===== config.mk =====
export PLATFORM = sky130hd
export DESIGN_NAME = adc_event_block_decoder
export DESIGN_NICKNAME = d
export VERILOG_FILES = /design/src/sv/adc_ebd_pkg.sv /design/src/sv/adc_ebd_fifo.sv /design/src/sv/adc_ebd_front.sv /design/src/sv/adc_ebd_back.sv /design/src/sv/adc_event_block_decoder.sv
export SDC_FILE = /design/constraint.sdc
export NUM_CORES = 1
export LEC_CHECK = 0
export BUFFER_PORTS_ARGS = -buffer_cell sky130_fd_sc_hd__buf_2
export CORE_MARGIN = 2
export CORE_UTILIZATION = 52
export DETAILED_ROUTE_END_ITERATION = 6
export GPL_TIMING_DRIVEN = 0
export PLACE_DENSITY = 0.75
export REMOVE_ABC_BUFFERS = 1
export SETUP_SLACK_MARGIN = 0.3
export SLEW_MARGIN = 0
export SYNTH_ARGS = -nofsm -noshare
export SYNTH_HDL_FRONTEND = slang
export SYNTH_SLANG_ARGS = --single-unit

===== constraint.sdc =====
create_clock -name clk -period 3.1 [get_ports clk]
set_input_delay 0.31 -clock clk [delete_from_list [all_inputs] [get_ports clk]]
set_output_delay 0.31 -clock clk [all_outputs]
set_load 0.05 [all_outputs]

===== src/sv/adc_ebd_pkg.sv =====
`timescale 1ns / 1ps
`default_nettype none
package adc_ebd_pkg;

  localparam int ChannelsDefault = 16;
  localparam int QueueDepth      = 2;

  localparam int WordW  = 32;
  localparam int SlotW  = 5;
  localparam int CrateW = 8;
  localparam int MaxW   = 13;
  localparam int ChanW  = 4;
  localparam int ValueW = 12;
  localparam int CountW = 6;
  localparam int SeenW  = 7;
  localparam int EventW = 24;
  localparam int CfgIdxW  = 2;
  localparam int CfgDataW = 13;

  localparam logic [2:0] TYPE_DATA      = 3'h0;
  localparam logic [2:0] TYPE_HEADER    = 3'h2;
  localparam logic [2:0] TYPE_END       = 3'h4;
  localparam logic [2:0] TYPE_NOT_VALID = 3'h6;

  localparam logic [CfgIdxW-1:0] REG_SLOT  = 2'd0;
  localparam logic [CfgIdxW-1:0] REG_CRATE = 2'd1;
  localparam logic [CfgIdxW-1:0] REG_MAX   = 2'd2;

  localparam logic [MaxW-1:0] MAX_VALUE_RESET = 13'h1000;

  typedef enum logic [2:0] {
    CLS_DATA      = 3'd0,
    CLS_CHAN_BAD  = 3'd1,
    CLS_HDR_OK    = 3'd2,
    CLS_HDR_BAD   = 3'd3,
    CLS_END       = 3'd4,
    CLS_NOT_VALID = 3'd5,
    CLS_OTHER     = 3'd6
  } word_cls_t;

  typedef enum logic [2:0] {
    K_DATA      = 3'd0,
    K_END       = 3'd1,
    K_NOT_VALID = 3'd2,
    K_MISMATCH  = 3'd3,
    K_CHAN_ERR  = 3'd4,
    K_STRAY     = 3'd5
  } kind_t;

  typedef struct packed {
    word_cls_t         cls;
    logic [ChanW-1:0]  channel;
    logic [ValueW-1:0] value;
    logic              stored;
    logic [CountW-1:0] hdr_count;
    logic [EventW-1:0] event_count;
  } cmd_t;

  typedef struct packed {
    kind_t             kind;
    logic [ChanW-1:0]  channel;
    logic [ValueW-1:0] value;
    logic              stored;
    logic              closed_by_count;
    logic [EventW-1:0] event_count;
  } result_t;

  localparam int CmdW    = $bits(cmd_t);
  localparam int ResultW = $bits(result_t);

endpackage
`default_nettype wire


===== src/sv/adc_ebd_fifo.sv =====
`timescale 1ns / 1ps
`default_nettype none
module adc_ebd_fifo import adc_ebd_pkg::*; #(
  parameter int Width = CmdW,
  parameter int Depth = QueueDepth
) (
  input  wire logic             clk,
  input  wire logic             rst_n,
  input  wire logic             push,
  input  wire logic [Width-1:0] wdata,
  output logic                  full,
  input  wire logic             pop,
  output logic [Width-1:0]      rdata,
  output logic                  empty
);

  localparam int PtrW = (Depth > 1) ? $clog2(Depth) : 1;
  localparam int CntW = $clog2(Depth + 1);

  logic [Width-1:0] mem_r [Depth];
  logic [PtrW-1:0]  wr_ptr_r, wr_ptr_nxt;
  logic [PtrW-1:0]  rd_ptr_r, rd_ptr_nxt;
  logic [CntW-1:0]  count_r, count_nxt;
  logic             do_push, do_pop;

  assign full    = (count_r == CntW'(Depth));
  assign empty   = (count_r == '0);
  assign do_push = push && !full;
  assign do_pop  = pop && !empty;
  assign rdata   = mem_r[rd_ptr_r];

  always_comb begin
    wr_ptr_nxt = wr_ptr_r;
    rd_ptr_nxt = rd_ptr_r;
    count_nxt  = count_r;
    if (do_push) begin
      wr_ptr_nxt = (wr_ptr_r == PtrW'(Depth - 1)) ? '0 : wr_ptr_r + 1'b1;
    end
    if (do_pop) begin
      rd_ptr_nxt = (rd_ptr_r == PtrW'(Depth - 1)) ? '0 : rd_ptr_r + 1'b1;
    end
    if (do_push && !do_pop) begin
      count_nxt = count_r + 1'b1;
    end else if (do_pop && !do_push) begin
      count_nxt = count_r - 1'b1;
    end
  end

  always_ff @(posedge clk) begin
    if (!rst_n) begin
      wr_ptr_r <= '0;
      rd_ptr_r <= '0;
      count_r  <= '0;
    end else begin
      wr_ptr_r <= wr_ptr_nxt;
      rd_ptr_r <= rd_ptr_nxt;
      count_r  <= count_nxt;
    end
  end

  always_ff @(posedge clk) begin
    if (do_push) begin
      mem_r[wr_ptr_r] <= wdata;
    end
  end

endmodule
`default_nettype wire


===== src/sv/adc_ebd_front.sv =====
`timescale 1ns / 1ps
`default_nettype none
module adc_ebd_front import adc_ebd_pkg::*; #(
  parameter int Channels = ChannelsDefault
) (
  input  wire logic                clk,
  input  wire logic                rst_n,
  input  wire logic                cfg_we,
  input  wire logic [CfgIdxW-1:0]  cfg_index,
  input  wire logic [CfgDataW-1:0] cfg_data,
  input  wire logic [WordW-1:0]    word,
  output cmd_t                     cmd
);

  logic [SlotW-1:0]  slot_r;
  logic [CrateW-1:0] crate_r;
  logic [MaxW-1:0]   max_value_r;
  logic [2:0]        wtype;
  logic              hdr_match;
  logic              chan_ok;

  always_ff @(posedge clk) begin
    if (!rst_n) begin
      slot_r      <= '0;
      crate_r     <= '0;
      max_value_r <= MAX_VALUE_RESET;
    end else if (cfg_we) begin
      unique case (cfg_index)
        REG_SLOT:  slot_r      <= cfg_data[SlotW-1:0];
        REG_CRATE: crate_r     <= cfg_data[CrateW-1:0];
        REG_MAX:   max_value_r <= cfg_data[MaxW-1:0];
        default: ;
      endcase
    end
  end

  assign wtype     = word[26:24];
  assign hdr_match = (word[31:27] == slot_r) && (word[23:16] == crate_r);
  assign chan_ok   = ({1'b0, word[20:17]} < 5'(Channels));

  always_comb begin
    cmd.channel     = word[20:17];
    cmd.value       = word[11:0];
    cmd.stored      = (word[13:12] == 2'b00) && ({1'b0, word[11:0]} <= max_value_r);
    cmd.hdr_count   = word[13:8];
    cmd.event_count = word[23:0];
    unique case (wtype)
      TYPE_DATA:      cmd.cls = chan_ok ? CLS_DATA : CLS_CHAN_BAD;
      TYPE_HEADER:    cmd.cls = hdr_match ? CLS_HDR_OK : CLS_HDR_BAD;
      TYPE_END:       cmd.cls = CLS_END;
      TYPE_NOT_VALID: cmd.cls = CLS_NOT_VALID;
      default:        cmd.cls = CLS_OTHER;
    endcase
  end

endmodule
`default_nettype wire


===== src/sv/adc_ebd_back.sv =====
`timescale 1ns / 1ps
`default_nettype none
module adc_ebd_back import adc_ebd_pkg::*; (
  input  wire logic clk,
  input  wire logic rst_n,
  input  wire cmd_t cmd,
  input  wire logic cmd_empty,
  output logic      cmd_pop,
  output result_t   res,
  output logic      res_push,
  input  wire logic res_full
);

  logic              in_block_r, in_block_nxt;
  logic [CountW-1:0] expected_r, expected_nxt;
  logic [SeenW-1:0]  seen_r, seen_nxt;
  logic [SeenW-1:0]  seen_inc;
  logic              fire;

  assign fire     = !cmd_empty && !res_full;
  assign cmd_pop  = fire;
  assign seen_inc = seen_r + 1'b1;

  always_comb begin
    in_block_nxt        = in_block_r;
    expected_nxt        = expected_r;
    seen_nxt            = seen_r;
    res_push            = 1'b0;
    res.kind            = K_STRAY;
    res.channel         = '0;
    res.value           = '0;
    res.stored          = 1'b0;
    res.closed_by_count = 1'b0;
    res.event_count     = '0;
    if (fire) begin
      if (!in_block_r) begin
        unique case (cmd.cls)
          CLS_HDR_OK: begin
            in_block_nxt = 1'b1;
            expected_nxt = cmd.hdr_count;
            seen_nxt     = '0;
          end
          CLS_HDR_BAD: begin
            res_push = 1'b1;
            res.kind = K_MISMATCH;
          end
          CLS_NOT_VALID: begin
            res_push = 1'b1;
            res.kind = K_NOT_VALID;
          end
          default: begin
            res_push = 1'b1;
            res.kind = K_STRAY;
          end
        endcase
      end else begin
        unique case (cmd.cls)
          CLS_END: begin
            in_block_nxt    = 1'b0;
            seen_nxt        = '0;
            res_push        = 1'b1;
            res.kind        = K_END;
            res.event_count = cmd.event_count;
          end
          CLS_CHAN_BAD: begin
            in_block_nxt = 1'b0;
            seen_nxt     = '0;
            res_push     = 1'b1;
            res.kind     = K_CHAN_ERR;
            res.channel  = cmd.channel;
          end
          CLS_DATA: begin
            res_push    = 1'b1;
            res.kind    = K_DATA;
            res.channel = cmd.channel;
            res.value   = cmd.value;
            res.stored  = cmd.stored;
            seen_nxt    = seen_inc;
            // One data word past the announced count still reports, then closes.
            if (seen_inc > {1'b0, expected_r}) begin
              res.closed_by_count = 1'b1;
              in_block_nxt        = 1'b0;
              seen_nxt            = '0;
            end
          end
          default: ;
        endcase
      end
    end
  end

  always_ff @(posedge clk) begin
    if (!rst_n) begin
      in_block_r <= 1'b0;
      expected_r <= '0;
      seen_r     <= '0;
    end else begin
      in_block_r <= in_block_nxt;
      expected_r <= expected_nxt;
      seen_r     <= seen_nxt;
    end
  end

endmodule
`default_nettype wire


===== src/sv/adc_event_block_decoder.sv =====
`timescale 1ns / 1ps
`default_nettype none
// Channel   Ports                                      Request taken when
// input     in_push, in_full, in_word                  in_push && !in_full
// result    out_pop, out_empty, out_kind .. out_event  out_pop && !out_empty
// config    cfg_we, cfg_index, cfg_data                cfg_we
//
// One word is accepted per cycle, sustained while the output queue has room. A
// result reaches the output ports once its word has passed the classification
// queue and the decode logic has written the result into the output queue.
// Both queues hold two entries.
// Reset is synchronous: it empties both queues, closes any open block and
// returns the registers to their reset values. in_full rises only when the
// output queue has backed up into the classification queue.
module adc_event_block_decoder import adc_ebd_pkg::*; #(
  parameter int Channels = ChannelsDefault
) (
  input  wire logic                clk,
  input  wire logic                rst_n,
  input  wire logic                in_push,
  output logic                     in_full,
  input  wire logic [WordW-1:0]    in_word,
  output logic                     out_empty,
  input  wire logic                out_pop,
  output logic [2:0]               out_kind,
  output logic [ChanW-1:0]         out_channel,
  output logic [ValueW-1:0]        out_value,
  output logic                     out_stored,
  output logic                     out_closed_by_count,
  output logic [EventW-1:0]        out_event_count,
  input  wire logic                cfg_we,
  input  wire logic [CfgIdxW-1:0]  cfg_index,
  input  wire logic [CfgDataW-1:0] cfg_data
);

  cmd_t            front_cmd, back_cmd;
  logic [CmdW-1:0] back_cmd_bits;
  logic            cmd_empty, cmd_pop;
  result_t         back_res, out_res;
  logic [ResultW-1:0] out_res_bits;
  logic            res_push, res_full;

  adc_ebd_front #(.Channels(Channels)) u_front (
    .clk       (clk),
    .rst_n     (rst_n),
    .cfg_we    (cfg_we),
    .cfg_index (cfg_index),
    .cfg_data  (cfg_data),
    .word      (in_word),
    .cmd       (front_cmd)
  );

  adc_ebd_fifo #(.Width(CmdW), .Depth(QueueDepth)) u_cmd_q (
    .clk   (clk),
    .rst_n (rst_n),
    .push  (in_push),
    .wdata (front_cmd),
    .full  (in_full),
    .pop   (cmd_pop),
    .rdata (back_cmd_bits),
    .empty (cmd_empty)
  );

  assign back_cmd = cmd_t'(back_cmd_bits);

  adc_ebd_back u_back (
    .clk       (clk),
    .rst_n     (rst_n),
    .cmd       (back_cmd),
    .cmd_empty (cmd_empty),
    .cmd_pop   (cmd_pop),
    .res       (back_res),
    .res_push  (res_push),
    .res_full  (res_full)
  );

  adc_ebd_fifo #(.Width(ResultW), .Depth(QueueDepth)) u_res_q (
    .clk   (clk),
    .rst_n (rst_n),
    .push  (res_push),
    .wdata (back_res),
    .full  (res_full),
    .pop   (out_pop),
    .rdata (out_res_bits),
    .empty (out_empty)
  );

  assign out_res             = result_t'(out_res_bits);
  assign out_kind            = out_res.kind;
  assign out_channel         = out_res.channel;
  assign out_value           = out_res.value;
  assign out_stored          = out_res.stored;
  assign out_closed_by_count = out_res.closed_by_count;
  assign out_event_count     = out_res.event_count;

endmodule
`default_nettype wire


* Yosys cells after proc, flatten, opt, wreduce, memory -nomap -nowiden
Memory sizes are Yosys's and may differ from the RTL's. A register that Yosys moved wholly into a read port is not among the register bits. Index checks and enable logic that the tools add are counted.
Operators by class: add/subtract/negate cells 9, magnitude comparators 2, muxes and demuxes 39, reductions and logical operators 36, eq/ne operators 15, bitwise gates (word level) 1
Operator list (number):
- 45-bit 2-to-1 mux | 1
- 42-bit 2-to-1 mux | 1
- 24-bit 2-to-1 mux | 1
- 1-bit 2-to-1 mux | 21
- 7-bit 2-to-1 mux | 3
- 14-bit 2-to-1 mux | 1
- 7-bit case mux with 2 select lines | 1
- 12-bit by 13-bit less-or-equal comparator with 1-bit output | 1
- 3-bit equality test, second input constant | 4
- 3-bit case mux with 4 select lines | 1
- 1-bit logical AND | 11
- 3-bit by 2-bit equality test with 1-bit output, second input constant | 3
- 3-bit case mux with 3 select lines | 1
- 8-bit equality test | 1
- 1-bit logical NOT | 8
- 2-bit logical NOT | 4
- 2-bit 2-to-1 mux | 4
- 7-bit by 1-bit adder with 7-bit output, second input constant | 1
- 7-bit by 6-bit > comparator with 1-bit output | 1
- 2-bit equality test, second input constant | 3
- 3-bit logical NOT | 2
- 3-bit case mux with 2 select lines | 1
- 2-bit AND reduction | 3
- 3-bit AND reduction | 2
- 14 further kinds | 22
Storage, ports and cells: logic and storage cells 116, output and inout port bits 47, input bits 52, flip-flop bits (word level) 48, memories 2, memory bits (writable) 190
Memories:
- u_cmd_q.mem_r | depth 2, bits a word 50, rd ports 1, clocked after memory_dff 1, write ports 1, line adc_ebd_fifo.sv:20 | logic [Width-1:0] mem_r [Depth];
- u_res_q.mem_r | depth 2, bits a word 45, rd ports 1, clocked after memory_dff 1, write ports 1, line adc_ebd_fifo.sv:20

* Logic depth before layout (Yosys ltp)
depth in word-level cells 10, depth in mapped cells 11

* Modules after synthesis
Synthesis repeated with hierarchy kept, for this count alone.
Second synthesis, totals: cell total of the unflattened synthesis 719, area, all modules 10382.5 µm²
Modules (own cells, without submodules):
- adc_ebd_fifo at u_cmd_q | seq. area each 3103.0 µm², instances 1, area each 3828.7 µm², cells an instance 181
- adc_ebd_fifo at u_res_q | seq. area each 2802.7 µm², instances 1, area each 3478.3 µm², cells an instance 165
- adc_ebd_front | seq. area each 520.5 µm², instances 1, area each 1838.0 µm², cells an instance 211
- adc_ebd_back | seq. area each 280.3 µm², instances 1, area each 1237.4 µm², cells an instance 162

* Worst setup path after synthesis
Ideal clock, no wire load.
path type register to register, from register (tool-made name), to memory u_res_q.mem_r[1][0] in the netlist's numbering (enable), required time 2693 ps, setup slack 168 ps, stages on the path, launching flop included 7, library setup time 407 ps, arrival 2525 ps, path buffers 1, cells stage by stage dfxtp_1 > buf_6 > mux2_4 > nand2_2 > nand2_2 > a211oi_4 > and2_1
RTL lines (line):
- end: declaration | adc_ebd_fifo.sv:20

* Worst setup path in the final report
from register u_back.seen_r[0], to register u_back.seen_r[3]
Between the ends: cells in the longest elaborated chain, start to end 5
RTL lines:
- start: declaration | line adc_ebd_back.sv:16 | logic [SeenW-1:0] seen_r, seen_nxt;
- start signal: assignment | line adc_ebd_back.sv:100 | seen_r <= seen_nxt;
- 7-bit by 1-bit adder with 7-bit output (*) | line adc_ebd_back.sv:22 | assign seen_inc = seen_r + 1'b1;
- 7-bit by 6-bit > comparator with 1-bit output | line adc_ebd_back.sv:80 | if (seen_inc > {1'b0, expected_r}) begin
- 7-bit 2-to-1 mux (*) | line adc_ebd_back.sv:80
- 7-bit case mux with 2 select lines (*) | line adc_ebd_back.sv:57 | unique case (cmd.cls)
- 7-bit 2-to-1 mux (*) | line adc_ebd_back.sv:36 | if (!in_block_r) begin
Every way passes the cells marked *; elsewhere a longest branch is shown, timed or not. A chain may end at the register's enable or synchronous reset.

==> summary.md <==
| Metric | Value |
|---|---|
| PD cells | 948 mW/mm2 |
| Startpoint type of the worst setup path | register |
| Die H | 130 um |
| Clk sinks | 196 |
| Hold Path Class | input pin to register |
| Fmax achieved | 0.386 GHz |
| Area Overhead vs Synth | 18.0% |
| Clk buf depth | 2 |
| Antenna viol nets, final | 0 |
| Max-slew violations | 0 |
| Pre-Repair DR Iteration Count | 7 |
| Cell Area, Synth | 0.00830 mm2 |
| Top FF cell, synth | edfxtp_1 |
| Via Count | 4940 |
| Placement Setup Slack | 0.149 ns |
| Antenna violations before repair | 1 |
| Yosys warning total | 0 |
| Post-synth ARST share | 0 |
| Port Buffers | 98 |
| GRT Resource Usage Total | 0.204 |
| CP arrival | 2.96 ns |
| DRC | 0 |
| Initial Utilization | 0.528 |
| Final std cells w/o fill | 933 |
| Core area | 0.0157 mm2 |
| FF/Latch Area | 0.00539 mm2 |
| Placer congestion estimate | 0.904 |
| Die area | 0.0170 mm2 |
| Period utilization | 0.836 |
| Hold Fails Final Rpt | 0 |
| Dpl cells | 897 |
| Number of nets in the layout | 776 |
| Clock transition at path regs | 0.07 ns |
| Setup TNS | 0 ns |
| Total power | 9.27 mW |
| Pin count of the biggest net entering global routing | 51 |
| Rel. slew slack | 0.387 |
| H-tree levels | 4 |
| Pleak | 3.73 nW |
| Yosys reg bits | 196 |
| Crit. End Element | register |
| VDD IR max | 558 uV |
| Unrepaired setup endpoints after global routing | no |
| Share of layout cells above drive strength 1 | 0.295 |
| Setup ws final | 0.508 ns |
| Routed len/inst | 17.6 um |
| Num CTS Buffers | 17 |
| Setup Skew | 0.0112 ns |
| First-pass GRT wire length | 25.5 mm |
| Area of the multi-input gates | 0.00275 mm2 |
| EDFF count, synth | 146 |
| Max_cap viols | 0 |
| Die Span X | 130 um |
| Vias in the first global route | 5053 |
| Syn_area_per_cell | 13.9 um2 |
| Gr ovfl total | 0 |
| Fill cells | 1145 |
| CTS tree | built |
| Std-Cell Rows | 46 |
| Initial detailed-routing violation count | 285 |
| Post-Syn Instances | 598 |
| CP required | 3.47 ns |
| Vias per Instance | 5.29 |
| Largest fanout on the critical path | 6 |
| Library cells used by synthesis | 56 |
| Worst-skew pair later-pin latency | 0.44 ns |
| Critical path class | register to register |
| I/O Pins | 99 |
| Status | finished, final reports clean |
| Drt total wl | 16.4 mm |
| Register area share after synthesis | 0.649 |
| Clock root cell | clkbuf_16 |
| Core Util, Final | 0.623 |
| Final Setup Violations | 0 |
| Worst-margin pin slew | 0.917 ns |
| Final Critical Period | 2.59 ns |
| DP HPWL | 11.4 mm |
## kinds of logic after synthesis
kind of cell,synth area share
buf+inv,0.0208
mux,0.116
fa+ha+maj,0.0317
xor+xnor,0.0232
simple gates,0.106
compound gates,0.0534
flops,0.649
## where the power goes
group | internal, mW | leakage, nW | switching, mW
Sequential | 3.46 | 1.77 | 0.245
Clock | 1.40 | 0.324 | 0.945
Combinational | 0.998 | 1.64 | 2.22
Total | 5.86 | 3.73 | 3.41
## worst max-delay path, cell delays in order (launching register included)
cell and delay [ns]:
dfxtp_1 0.41, ha_1 0.24, nand3_1 0.12, and2_1 0.19, or2_2 0.30, ha_1 0.30, a21o_1 0.16, a21oi_1 0.18
a21oi_2 0.12, nor3_4 0.24, o21ai_1 0.13, a21boi_1 0.13
## cell usage in the layout (no fill, tap or decap), types with 4 or more instances in the layout
cell type,synthesis,layout
o21ai_0,8,8
nor2_1,52,51
buf_2,3,98
a21o_1,6,6
mux2_2,45,45
dfxtp_1,50,48
nor3_1,4,4
nand4_1,5,5
ha_1,21,21
o211a_1,6,6
mux2i_1,39,39
clkinv_2,0,4
nor2b_1,20,20
a21oi_1,5,4
a21boi_0,14,14
nand2_1,43,43
nand3_1,7,7
xor2_1,12,12
clkbuf_16,0,21
or2_2,5,5
edfxtp_1,146,146
and2_1,10,9
inv_1,22,22
xnor2_1,10,10
## final cells by class
type	count	share of cell area
well taps	216	0.0276
inverters	22	0.00844
flip-flops and latches	196	0.551
repair buffers	107	0.0653
clock inverters	9	0.0109
multi-input cells	359	0.281
clock buffers	23	0.0555
diodes	1	0.000256
## timing repair
item                       CTS  global route
hold buffers                 0             0
pin swaps                    1             1
setup buffers                3             0
gates cloned                 0             0
setup endpoints to repair   80            56
gates resized for setup      2             2
## final timing paths
path / from / endpoint / slack, ns / cells past startpoint
setup / recovery: u_back.seen_r[0]$_SDFFE_PN0P_ / u_back.seen_r[3]$_SDFFE_PN0P_ / 0.51 / 11
hold / removal: in_word[14] / u_cmd_q.mem_r[1][14]$_DFFE_PP_ / 0.06 / 1
setup reg to reg: u_back.seen_r[0]$_SDFFE_PN0P_ / u_back.seen_r[3]$_SDFFE_PN0P_ / 0.51 / 11
hold reg to reg: u_front.max_value_r[9]$_SDFFE_PN0P_ / u_front.max_value_r[9]$_SDFFE_PN0P_ / 0.47 / 2
## cells in the mapped netlist, drive strengths merged, types with 7 or more instances
cell	number	area, um2
edfxtp	146	4380
nor2	53	201
dfxtp	50	1000
mux2	47	537
nand2	45	174
mux2i	41	427
inv	22	82.6
ha	21	263
nor2b	20	125
a21boi	17	128
clkbuf	15	56.3
xor2	12	105
o21ai	11	55.1
and2	10	62.6
xnor2	10	87.6
nand3	7	35.0
## layer usage
layer | vias up | share of wire | track usage
met5 | - | 0 | 0
met4 | 0 | 0.036 | 0.108
met3 | 39 | 0.041 | 0.0426
met2 | 135 | 0.51 | 0.352
met1 | 2385 | 0.42 | 0.242
li1 | 2381 | - | -
## per-stage QoR
step | hold WS (ns) | cell area (um2)
2_1_floorplan | 0.382 | 8210
3_3_place_gp | 0.456 | 8970
3_5_place_dp | 0.459 | 9100
4_1_cts | 0.0516 | 9780
5_1_grt | 0.0594 | 9790
6_report | 0.0642 | 9790
## flip-flops by register name, summed over array words and instances (netlist names), named ones only
register and flops:
u_res_q.mem_r 90, u_cmd_q.rd_ptr_r 1, u_back.seen_r 7, u_front.max_value_r 13
u_res_q.rd_ptr_r 1, u_back.in_block_r 1, u_cmd_q.count_r 2, u_front.slot_r 5
u_res_q.wr_ptr_r 1, u_cmd_q.mem_r 56, u_res_q.count_r 2, u_front.crate_r 8
u_back.expected_r 6, u_cmd_q.wr_ptr_r 1
No activity file was read; power rests on OpenSTA's default activity.
